File: config.mk
export PLATFORM = sky130hd
export DESIGN_NAME = centre_band_focus_sharpness
export DESIGN_NICKNAME = d
export VERILOG_FILES = /design/src/rtl/cbfs_pkg.sv /design/src/rtl/cbfs_fifo.sv /design/src/rtl/cbfs_front.sv /design/src/rtl/cbfs_back.sv /design/src/rtl/centre_band_focus_sharpness.sv
export SDC_FILE = /design/constraint.sdc
export NUM_CORES = 1
export LEC_CHECK = 0
export BUFFER_PORTS_ARGS = -buffer_cell sky130_fd_sc_hd__buf_2
export CELL_PAD_IN_SITES_DETAIL_PLACEMENT = 1
export CELL_PAD_IN_SITES_GLOBAL_PLACEMENT = 1
export CORE_UTILIZATION = 25
export CTS_CLUSTER_DIAMETER = 60
export DETAILED_ROUTE_END_ITERATION = 10
export GPL_ROUTABILITY_DRIVEN = 0
export GPL_TIMING_DRIVEN = 0
export PLACE_DENSITY_LB_ADDON = 0.1
export SLEW_MARGIN = 15
export SYNTH_ARGS = -nofsm -noshare
export SYNTH_HDL_FRONTEND = slang
export SYNTH_HIERARCHICAL = 1
export SYNTH_SLANG_ARGS = --single-unit
File: constraint.sdc
create_clock -name clk -period 9 [get_ports clk]
set_input_delay 0.45 -clock clk [delete_from_list [all_inputs] [get_ports clk]]
set_output_delay 0.45 -clock clk [all_outputs]
set_load 0.01 [all_outputs]
File: src/rtl/cbfs_pkg.sv
// Shared types and constants for the centre-band focus sharpness block.
`timescale 1ns / 1ps

package cbfs_pkg;

  // Configuration port
  localparam int CFG_W     = 13;
  localparam int CFG_IDX_W = 1;

  localparam logic [CFG_IDX_W-1:0] CFG_FRAME_WIDTH  = 1'b0;
  localparam logic [CFG_IDX_W-1:0] CFG_FRAME_HEIGHT = 1'b1;

  localparam logic [CFG_W-1:0] FRAME_WIDTH_RST  = 13'd1920;
  localparam logic [CFG_W-1:0] FRAME_HEIGHT_RST = 13'd1080;

  // Pixel layout (RGB565, green in bits 10..5)
  localparam int PIX_W     = 16;
  localparam int GREEN_LSB = 5;
  localparam int GREEN_W   = 6;

  // Window bounds: columns w/8 .. w-w/8, rows h*5/16 .. h*11/16
  localparam int X_SHIFT  = 3;
  localparam int Y_SHIFT  = 4;
  localparam int Y0_MUL   = 5;
  localparam int Y1_MUL   = 11;

  // Result scaling
  localparam int SCALE_W = 10;
  localparam logic [SCALE_W-1:0] SCALE = 10'd1000;
  localparam int RES_W   = 16;

  typedef enum logic [1:0] {
    BK_IDLE,
    BK_MUL,
    BK_DIV,
    BK_HOLD
  } bk_state_t;

endpackage

File: src/rtl/cbfs_fifo.sv
// Small register queue carrying per-frame gradient totals from front to back.
`timescale 1ns / 1ps

module cbfs_fifo #(
  parameter int DATA_W = 54,
  parameter int DEPTH  = 2
) (
  input  logic              clk,
  input  logic              rst_n,
  input  logic              push,
  input  logic [DATA_W-1:0] wdata,
  output logic              full,
  input  logic              pop,
  output logic [DATA_W-1:0] rdata,
  output logic              empty
);

  localparam int PTR_W = (DEPTH > 1) ? $clog2(DEPTH) : 1;
  localparam int CNT_W = $clog2(DEPTH + 1);

  logic [DATA_W-1:0] mem_r [DEPTH];
  logic [PTR_W-1:0]  wr_ptr_r, wr_ptr_nxt;
  logic [PTR_W-1:0]  rd_ptr_r, rd_ptr_nxt;
  logic [CNT_W-1:0]  cnt_r, cnt_nxt;
  logic              do_push, do_pop;

  assign full    = (cnt_r == CNT_W'(DEPTH));
  assign empty   = (cnt_r == '0);
  assign do_push = push && !full;
  assign do_pop  = pop && !empty;
  assign rdata   = mem_r[rd_ptr_r];

  always_comb begin
    wr_ptr_nxt = wr_ptr_r;
    rd_ptr_nxt = rd_ptr_r;
    cnt_nxt    = cnt_r;
    if (do_push) begin
      wr_ptr_nxt = (wr_ptr_r == PTR_W'(DEPTH - 1)) ? '0 : wr_ptr_r + 1'b1;
    end
    if (do_pop) begin
      rd_ptr_nxt = (rd_ptr_r == PTR_W'(DEPTH - 1)) ? '0 : rd_ptr_r + 1'b1;
    end
    if (do_push && !do_pop) begin
      cnt_nxt = cnt_r + 1'b1;
    end else if (do_pop && !do_push) begin
      cnt_nxt = cnt_r - 1'b1;
    end
  end

  always_ff @(posedge clk) begin
    if (!rst_n) begin
      wr_ptr_r <= '0;
      rd_ptr_r <= '0;
      cnt_r    <= '0;
    end else begin
      wr_ptr_r <= wr_ptr_nxt;
      rd_ptr_r <= rd_ptr_nxt;
      cnt_r    <= cnt_nxt;
    end
  end

  always_ff @(posedge clk) begin
    if (do_push) begin
      mem_r[wr_ptr_r] <= wdata;
    end
  end

endmodule

File: src/rtl/cbfs_front.sv
// Pixel front end: position counters, window test and gradient accumulation.
`timescale 1ns / 1ps

module cbfs_front #(
  parameter int MAX_DIMENSION = 4096
) (
  input  logic                                   clk,
  input  logic                                   rst_n,
  input  logic [cbfs_pkg::CFG_W-1:0]             frame_width,
  input  logic [cbfs_pkg::CFG_W-1:0]             frame_height,
  input  logic                                   in_tvalid,
  output logic                                   in_tready,
  input  logic [cbfs_pkg::PIX_W-1:0]             in_tdata,
  input  logic                                   in_tuser,
  input  logic                                   q_full,
  output logic                                   q_push,
  output logic [2*$clog2(MAX_DIMENSION)+5:0]     q_sum,
  output logic [2*$clog2(MAX_DIMENSION)-1:0]     q_pairs
);

  localparam int DIM_W = $clog2(MAX_DIMENSION);
  localparam int EW    = DIM_W + 1;
  localparam int SW    = 2 * DIM_W + cbfs_pkg::GREEN_W;
  localparam int PCW   = 2 * DIM_W;
  localparam int CW    = cbfs_pkg::CFG_W;
  localparam int WW    = (CW > EW) ? CW : EW;
  localparam int GW    = cbfs_pkg::GREEN_W;

  logic [DIM_W-1:0] col_r, col_nxt, col_eff;
  logic [DIM_W-1:0] row_r, row_nxt, row_eff;
  logic [SW-1:0]    sum_r, sum_nxt, sum_eff, sum_new;
  logic [PCW-1:0]   pairs_r, pairs_nxt, pairs_eff, pairs_new;
  logic [GW-1:0]    prev_g_r, prev_g_nxt;

  logic [EW-1:0]    w_eff, h_eff, x0, x1, y0, y1, w_last, h_last;
  logic [EW+2:0]    h5;
  logic [EW+3:0]    h11;
  logic [GW-1:0]    g, diff;
  logic [EW-1:0]    col_x, row_x;
  logic             in_win, last_col, frame_end, accept;

  // Clamp register values into 1..MAX_DIMENSION
  always_comb begin
    if (frame_width == '0) begin
      w_eff = EW'(1);
    end else if (WW'(frame_width) > WW'(MAX_DIMENSION)) begin
      w_eff = EW'(MAX_DIMENSION);
    end else begin
      w_eff = EW'(frame_width);
    end
    if (frame_height == '0) begin
      h_eff = EW'(1);
    end else if (WW'(frame_height) > WW'(MAX_DIMENSION)) begin
      h_eff = EW'(MAX_DIMENSION);
    end else begin
      h_eff = EW'(frame_height);
    end
  end

  assign x0     = w_eff >> cbfs_pkg::X_SHIFT;
  assign x1     = w_eff - x0;
  assign h5     = (EW+3)'(h_eff) * (EW+3)'(cbfs_pkg::Y0_MUL);
  assign h11    = (EW+4)'(h_eff) * (EW+4)'(cbfs_pkg::Y1_MUL);
  assign y0     = EW'(h5 >> cbfs_pkg::Y_SHIFT);
  assign y1     = EW'(h11 >> cbfs_pkg::Y_SHIFT);
  assign w_last = w_eff - 1'b1;
  assign h_last = h_eff - 1'b1;

  assign accept    = in_tvalid && in_tready;
  assign in_tready = !q_full;
  assign g         = in_tdata[cbfs_pkg::GREEN_LSB +: GW];

  // Start of frame clears position and totals before this pixel is used
  assign col_eff   = in_tuser ? '0 : col_r;
  assign row_eff   = in_tuser ? '0 : row_r;
  assign sum_eff   = in_tuser ? '0 : sum_r;
  assign pairs_eff = in_tuser ? '0 : pairs_r;

  assign col_x  = EW'(col_eff);
  assign row_x  = EW'(row_eff);
  assign in_win = (row_x >= y0) && (row_x < y1) && (col_x > x0) && (col_x < x1);
  assign diff   = (g >= prev_g_r) ? (g - prev_g_r) : (prev_g_r - g);

  assign sum_new   = in_win ? (sum_eff + SW'(diff)) : sum_eff;
  assign pairs_new = in_win ? (pairs_eff + 1'b1) : pairs_eff;

  assign last_col  = (col_x >= w_last);
  assign frame_end = last_col && (row_x >= h_last);

  assign q_push  = accept && frame_end;
  assign q_sum   = sum_new;
  assign q_pairs = pairs_new;

  always_comb begin
    col_nxt    = col_r;
    row_nxt    = row_r;
    sum_nxt    = sum_r;
    pairs_nxt  = pairs_r;
    prev_g_nxt = prev_g_r;
    if (accept) begin
      prev_g_nxt = g;
      if (frame_end) begin
        col_nxt   = '0;
        row_nxt   = '0;
        sum_nxt   = '0;
        pairs_nxt = '0;
      end else begin
        sum_nxt   = sum_new;
        pairs_nxt = pairs_new;
        if (last_col) begin
          col_nxt = '0;
          row_nxt = row_eff + 1'b1;
        end else begin
          col_nxt = col_eff + 1'b1;
          row_nxt = row_eff;
        end
      end
    end
  end

  always_ff @(posedge clk) begin
    if (!rst_n) begin
      col_r    <= '0;
      row_r    <= '0;
      sum_r    <= '0;
      pairs_r  <= '0;
      prev_g_r <= '0;
    end else begin
      col_r    <= col_nxt;
      row_r    <= row_nxt;
      sum_r    <= sum_nxt;
      pairs_r  <= pairs_nxt;
      prev_g_r <= prev_g_nxt;
    end
  end

endmodule

File: src/rtl/cbfs_back.sv
// Back end: scale by 1000, bit-serial divide by pair count, output register.
`timescale 1ns / 1ps

module cbfs_back #(
  parameter int SW  = 30,
  parameter int PCW = 24
) (
  input  logic                          clk,
  input  logic                          rst_n,
  input  logic                          q_empty,
  input  logic [SW+PCW-1:0]             q_rdata,
  output logic                          q_pop,
  output logic                          out_tvalid,
  input  logic                          out_tready,
  output logic [cbfs_pkg::RES_W-1:0]    out_tdata
);

  localparam int NW   = SW + cbfs_pkg::SCALE_W;
  localparam int IT_W = $clog2(NW + 1);
  localparam int RW   = cbfs_pkg::RES_W;

  cbfs_pkg::bk_state_t state_r, state_nxt;

  logic [NW-1:0]   num_r, num_nxt;
  logic [PCW-1:0]  den_r, den_nxt;
  logic [PCW-1:0]  rem_r, rem_nxt;
  logic [IT_W-1:0] iter_r, iter_nxt;
  logic            out_valid_r, out_valid_nxt;
  logic [RW-1:0]   out_data_r, out_data_nxt;

  logic [PCW:0]    rem_sh;
  logic            q_bit, out_load;
  logic [RW-1:0]   quot_clamped;

  // Next state
  always_comb begin
    state_nxt = state_r;
    case (state_r)
      cbfs_pkg::BK_IDLE: begin
        if (!q_empty) state_nxt = cbfs_pkg::BK_MUL;
      end
      cbfs_pkg::BK_MUL: begin
        state_nxt = (den_r == '0) ? cbfs_pkg::BK_HOLD : cbfs_pkg::BK_DIV;
      end
      cbfs_pkg::BK_DIV: begin
        if (iter_r == IT_W'(1)) state_nxt = cbfs_pkg::BK_HOLD;
      end
      cbfs_pkg::BK_HOLD: begin
        if (!out_valid_r || out_tready) state_nxt = cbfs_pkg::BK_IDLE;
      end
      default: state_nxt = cbfs_pkg::BK_IDLE;
    endcase
  end

  // State outputs
  always_comb begin
    q_pop    = 1'b0;
    out_load = 1'b0;
    case (state_r)
      cbfs_pkg::BK_IDLE: q_pop    = !q_empty;
      cbfs_pkg::BK_HOLD: out_load = !out_valid_r || out_tready;
      default: begin
        q_pop    = 1'b0;
        out_load = 1'b0;
      end
    endcase
  end

  // Restoring divide step: quotient bits shift into num_r from the bottom
  assign rem_sh = {rem_r, num_r[NW-1]};
  assign q_bit  = (rem_sh >= {1'b0, den_r});

  assign quot_clamped = (|num_r[NW-1:RW]) ? '1 : num_r[RW-1:0];

  always_comb begin
    num_nxt       = num_r;
    den_nxt       = den_r;
    rem_nxt       = rem_r;
    iter_nxt      = iter_r;
    out_valid_nxt = out_valid_r;
    out_data_nxt  = out_data_r;

    if (out_valid_r && out_tready) out_valid_nxt = 1'b0;

    case (state_r)
      cbfs_pkg::BK_IDLE: begin
        if (q_pop) begin
          num_nxt = NW'(q_rdata[SW-1:0]);
          den_nxt = q_rdata[SW +: PCW];
        end
      end
      cbfs_pkg::BK_MUL: begin
        rem_nxt  = '0;
        iter_nxt = IT_W'(NW);
        if (den_r == '0) begin
          num_nxt = '0;
        end else begin
          num_nxt = NW'(num_r[SW-1:0]) * NW'(cbfs_pkg::SCALE);
        end
      end
      cbfs_pkg::BK_DIV: begin
        iter_nxt = iter_r - 1'b1;
        num_nxt  = {num_r[NW-2:0], q_bit};
        rem_nxt  = q_bit ? PCW'(rem_sh - {1'b0, den_r}) : rem_sh[PCW-1:0];
      end
      cbfs_pkg::BK_HOLD: begin
        if (out_load) begin
          out_valid_nxt = 1'b1;
          out_data_nxt  = quot_clamped;
        end
      end
      default: begin
        num_nxt = num_r;
      end
    endcase
  end

  always_ff @(posedge clk) begin
    if (!rst_n) begin
      state_r     <= cbfs_pkg::BK_IDLE;
      out_valid_r <= 1'b0;
      iter_r      <= '0;
    end else begin
      state_r     <= state_nxt;
      out_valid_r <= out_valid_nxt;
      iter_r      <= iter_nxt;
    end
  end

  always_ff @(posedge clk) begin
    num_r      <= num_nxt;
    den_r      <= den_nxt;
    rem_r      <= rem_nxt;
    out_data_r <= out_data_nxt;
  end

  assign out_tvalid = out_valid_r;
  assign out_tdata  = out_data_r;

endmodule

File: src/rtl/centre_band_focus_sharpness.sv
// Top level of the centre-band focus sharpness block (mean absolute green gradient).
`timescale 1ns / 1ps

// Channel  | Direction | Payload                              | Handshake
// ---------+-----------+--------------------------------------+-------------------------
// in_      | slave     | tdata: pixel[15:0]; tuser: sof       | tvalid & tready
// out_     | master    | tdata: sharpness[15:0]               | tvalid & tready
// cfg_     | write     | index 0 frame_width, 1 frame_height  | wr_en, no wait
//
// Pixels are taken one per clock. The front end stalls only while the two-entry
// totals queue is full, that is while the back end is still scaling, dividing or
// holding the result of an earlier frame.
// A frame's totals pass through the queue to the back end, which steps through idle,
// scale, divide and hold states; a frame with no pairs skips the divide. The divider
// produces one quotient bit per cycle, and the hold state loads the output register.
// Reset (synchronous, active low) clears counters, totals, queue, back-end state and
// output valid and loads 1920 x 1080; no clearing pass is needed.
// A stalled result holds in the output register; the divider waits behind it.

module centre_band_focus_sharpness #(
  parameter int MAX_DIMENSION = 4096
) (
  input  logic                              clk,
  input  logic                              rst_n,
  // Pixel input
  input  logic                              in_tvalid,
  output logic                              in_tready,
  input  logic [15:0]                       in_tdata,   // [15:0] pixel
  input  logic                              in_tuser,   // [0] start_of_frame
  // Result output
  output logic                              out_tvalid,
  input  logic                              out_tready,
  output logic [15:0]                       out_tdata,  // [15:0] sharpness
  // Configuration write port
  input  logic                              cfg_wr_en,
  input  logic [cbfs_pkg::CFG_IDX_W-1:0]    cfg_index,
  input  logic [cbfs_pkg::CFG_W-1:0]        cfg_wdata
);

  localparam int DIM_W = $clog2(MAX_DIMENSION);
  localparam int SW    = 2 * DIM_W + cbfs_pkg::GREEN_W;
  localparam int PCW   = 2 * DIM_W;

  logic [cbfs_pkg::CFG_W-1:0] frame_width_r, frame_width_nxt;
  logic [cbfs_pkg::CFG_W-1:0] frame_height_r, frame_height_nxt;

  logic               q_push, q_pop, q_full, q_empty;
  logic [SW-1:0]      q_sum;
  logic [PCW-1:0]     q_pairs;
  logic [SW+PCW-1:0]  q_rdata;

  // Register writes: take the word whenever the enable is high
  always_comb begin
    frame_width_nxt  = frame_width_r;
    frame_height_nxt = frame_height_r;
    if (cfg_wr_en) begin
      case (cfg_index)
        cbfs_pkg::CFG_FRAME_WIDTH:  frame_width_nxt  = cfg_wdata;
        cbfs_pkg::CFG_FRAME_HEIGHT: frame_height_nxt = cfg_wdata;
        default: begin
          frame_width_nxt  = frame_width_r;
          frame_height_nxt = frame_height_r;
        end
      endcase
    end
  end

  always_ff @(posedge clk) begin
    if (!rst_n) begin
      frame_width_r  <= cbfs_pkg::FRAME_WIDTH_RST;
      frame_height_r <= cbfs_pkg::FRAME_HEIGHT_RST;
    end else begin
      frame_width_r  <= frame_width_nxt;
      frame_height_r <= frame_height_nxt;
    end
  end

  // Front: count positions, test the window, accumulate the gradient
  cbfs_front #(
    .MAX_DIMENSION (MAX_DIMENSION)
  ) u_front (
    .clk          (clk),
    .rst_n        (rst_n),
    .frame_width  (frame_width_r),
    .frame_height (frame_height_r),
    .in_tvalid    (in_tvalid),
    .in_tready    (in_tready),
    .in_tdata     (in_tdata),
    .in_tuser     (in_tuser),
    .q_full       (q_full),
    .q_push       (q_push),
    .q_sum        (q_sum),
    .q_pairs      (q_pairs)
  );

  // Per-frame totals: pair count in the upper bits, gradient sum below
  cbfs_fifo #(
    .DATA_W (SW + PCW),
    .DEPTH  (2)
  ) u_fifo (
    .clk   (clk),
    .rst_n (rst_n),
    .push  (q_push),
    .wdata ({q_pairs, q_sum}),
    .full  (q_full),
    .pop   (q_pop),
    .rdata (q_rdata),
    .empty (q_empty)
  );

  // Back: scale, divide, hold the result for the consumer
  cbfs_back #(
    .SW  (SW),
    .PCW (PCW)
  ) u_back (
    .clk        (clk),
    .rst_n      (rst_n),
    .q_empty    (q_empty),
    .q_rdata    (q_rdata),
    .q_pop      (q_pop),
    .out_tvalid (out_tvalid),
    .out_tready (out_tready),
    .out_tdata  (out_tdata)
  );

endmodule

==> results.toml <==
[run_status]
outcome = "completed"

[layout]
fin_nets = 3285
layout.cells.non_filler = 4287
finalCoreUtilization = 0.292
area_delta_synth_final_pct = 15.2
fillers = 11898
layout-drive-gt1-share = 0.0939
num_antenna_cells = 0
final_common_cell = "inv_1"
mostFrequentLayoutCells = "inv_1, ha_1, nand2_1"

[yosys]
syn_avg_cell_area_um2 = 9.54
ys_async_sr_fraction = 0
synth_flop_cell = "edfxtp_1"
synth.yosys.seq_area_share = 0.336
syn-instance-count = 2759
ys_ff_latch = 336
synthesis.nets = 3179
syn_area_um2 = 26300
synth_edf_count = 212
ys_types = 90
yosys_warnings = 6

[worst_setup_path]
critPathKind = "reg2reg"
start_kind = "flop"
crit_slowest_cell = "clkbuf_1"
cp.arrival_ps = 8600
cp.required_ps = 9330
cp_common_cell = "a21oi_1"
cp-end-kind = "flop"
critPathMaxFanout = 10
slowest_delay_ps = 600

[sta]
fin_skew_ps = 51.1
slew_headroom = 0.287
finalMaxSlewViolations = 0
setup_viol = 0
max_freq_mhz = 121
hold_viol_final = 0
worst_pin_slew_ps = 1060
min_period_over_period = 0.918
post-route-min-period_ps = 8260
rsz0062_at_grt = "false"

[clock_network]
clk_pin_slew_ps = 60
cts_tree = "done"
htreeDepth = 2
clock_path_buffers = 3
cts_setup_buffers = 0
clock-root-buffer = "clkbuf_16"
cts_sinks = 336
cts_buffers = 51
hold_buffers = 0
clock_latency_ps = 630
cts_resized = 0

[power]
peakVddDrop_mv = 0.240
power.density_nw_per_um2 = 354
power.share.combinational = 0.629
fin_total_pwr_mw = 10.7
swShare = 0.470
internal-power_mw = 5.69
clockPowerShare = 0.204
static-leakage-power_nw = 11.9
seq_power_share = 0.167
switching_power_mw = 5.05

[drt]
wl_per_cell_um = 20.3
route.detailed.drc = 0
viasPerCell = 4.86
drt_iter0_drc = 867
vias = 20822
postRouteAntennaNets = 0
firstDrtPassIters = 5
wirelength_um = 87200

[floorplan]
std_cell_rows = 118
die_h_um = 326
initial_core_util = 0.253
die_w_um = 326
io_pins = 54
fp.dieArea_um2 = 107000
core_um2 = 104000

[grt]
antenna_found_initial = 4
grt_pass1_wl_um = 136000
overflow = 0
grt_max_degree = 50
grt.total_usage = 0.164
grt_pass1_vias = 22678

[flow_run]
cap_violations = 0

[placed_design]
placedCellCount = 4192
io_buffers = 43
place_hpwl_um = 69000

[hold_path]
hp-class = "in2reg"
[routing by layer]
layer  global-route usage  routed length [µm]
met4               0.0510                2530
met3               0.0189                2590
met5                    0                  13
met2                0.279               41600
met1                0.217               40400
[path summary, 6_finish.rpt]
| kind | from | to | slack (ps) | depth (start not counted) |
|---|---|---|---|---|
| setup / recovery | frame_height_r[5]$_SDFFE_PN1P_ | u_fifo/mem_r[0][7]$_DFFE_PP_ | 740 | 30 |
| setup reg to reg | frame_height_r[5]$_SDFFE_PN1P_ | u_fifo/mem_r[0][7]$_DFFE_PP_ | 740 | 30 |
| hold / removal | cfg_wdata[5] | frame_width_r[5]$_SDFFE_PN0P_ | 100 | 3 |
| hold reg to reg | u_front/prev_g_r[5]$_SDFFE_PN0P_ | u_front/prev_g_r[5]$_SDFFE_PN0P_ | 460 | 2 |
[power groups by stage]
| stage | registers [mW] | logic, mW | clock network, mW |
|---|---|---|---|
| floorplan | 1.79 | 4.92 | 0 |
| global placement | 1.83 | 6.72 | 0 |
| detailed placement | 1.82 | 6.72 | 0 |
| CTS | 1.79 | 6.81 | 2.26 |
| global route | 1.80 | 7.63 | 2.32 |
| finish | 1.79 | 6.75 | 2.19 |
[area by class of cell]
class / count / area (µm²) / area share
Inverter: 302 / 1130 / 0.0374
Tap cell: 1380 / 1730 / 0.0569
Multi-Input combinational cell: 2021 / 15900 / 0.525
Sequential cell: 336 / 8850 / 0.292
Clock inverter: 35 / 510 / 0.0168
Timing Repair Buffer: 53 / 395 / 0.0130
Clock buffer: 60 / 1340 / 0.0442
Buffer: 100 / 439 / 0.0145
[cell families after synthesis]
kind of cell / synth area share
xor gates and xnor gates: 0.0466
muxes: 0.0369
adders and majority gates: 0.218
DFF: 0.336
and+or+nand+nor: 0.162
AOI/OAI and AO/OA: 0.140
buffers and inverters: 0.0598
[state kept, by name, summed over array words and instances, names as in the netlist, 16 cells and up, named ones only]
| signal | count |
|---|---|
| u_back/den_r | 24 |
| u_back/num_r | 40 |
| u_back/out_tdata | 16 |
| u_back/rem_r | 24 |
| u_fifo/mem_r | 108 |
| u_front/pairs_r | 24 |
| u_front/sum_r | 30 |
[stage by stage]
stage / cell area, µm² / hold slack (ps) / setup WS [ps] / setup TNS, ps
4_1_cts: 30300 / 55.2 / 718 / 0
3_3_place_gp: 28300 / 432 / -646 / -34690
6_report: 30300 / 100 / 738 / 0
2_1_floorplan: 26300 / 423 / 2640 / 0
5_1_grt: 30300 / 87.4 / 118 / 0
3_5_place_dp: 28500 / 448 / 748 / 0
[synthesized netlist by cell type (7+ instances only)]
library cell / instances / share of area
a211o_1: 8 / 0.0027
a211oi_1: 10 / 0.0029
a21boi_0: 7 / 0.0020
a21o_1: 39 / 0.011
a21oi_1: 168 / 0.032
a221o_1: 25 / 0.0095
a22o_1: 9 / 0.0030
a31oi_1: 27 / 0.0064
and2_1: 22 / 0.0052
and3_1: 27 / 0.0064
and4_1: 9 / 0.0030
buf_2: 15 / 0.0029
clkbuf_1: 70 / 0.010
dfxtp_1: 124 / 0.094
edfxtp_1: 212 / 0.24
fa_1: 126 / 0.096
ha_1: 258 / 0.12
inv_1: 297 / 0.042
mux2_2: 62 / 0.027
mux2i_1: 25 / 0.0095
nand2_1: 215 / 0.031
nand2b_1: 23 / 0.0055
nand3_1: 80 / 0.015
nand3b_1: 7 / 0.0020
nand4_1: 60 / 0.014
nand4b_1: 8 / 0.0027
nor2_1: 183 / 0.026
nor2b_1: 64 / 0.015
nor3_1: 55 / 0.010
nor4_1: 22 / 0.0052
o211ai_1: 21 / 0.0060
o21a_1: 23 / 0.0066
o21ai_0: 100 / 0.019
o21ai_1: 36 / 0.0068
o221ai_1: 8 / 0.0027
o311ai_1: 7 / 0.0023
or3_1: 23 / 0.0055
or3b_2: 9 / 0.0030
or4_1: 12 / 0.0034
xnor2_1: 88 / 0.029
xor2_1: 52 / 0.017
[worst max-delay path: cells and delay by family, from the launching register on]
family,cells,cell delay (ps)
flops,1,360
xor+xnor,2,410
simple gates,6,1700
compound gates,12,2420
buf+inv,6,1850
fa+ha+maj,4,1220
(Power assumes the default switching activity.)
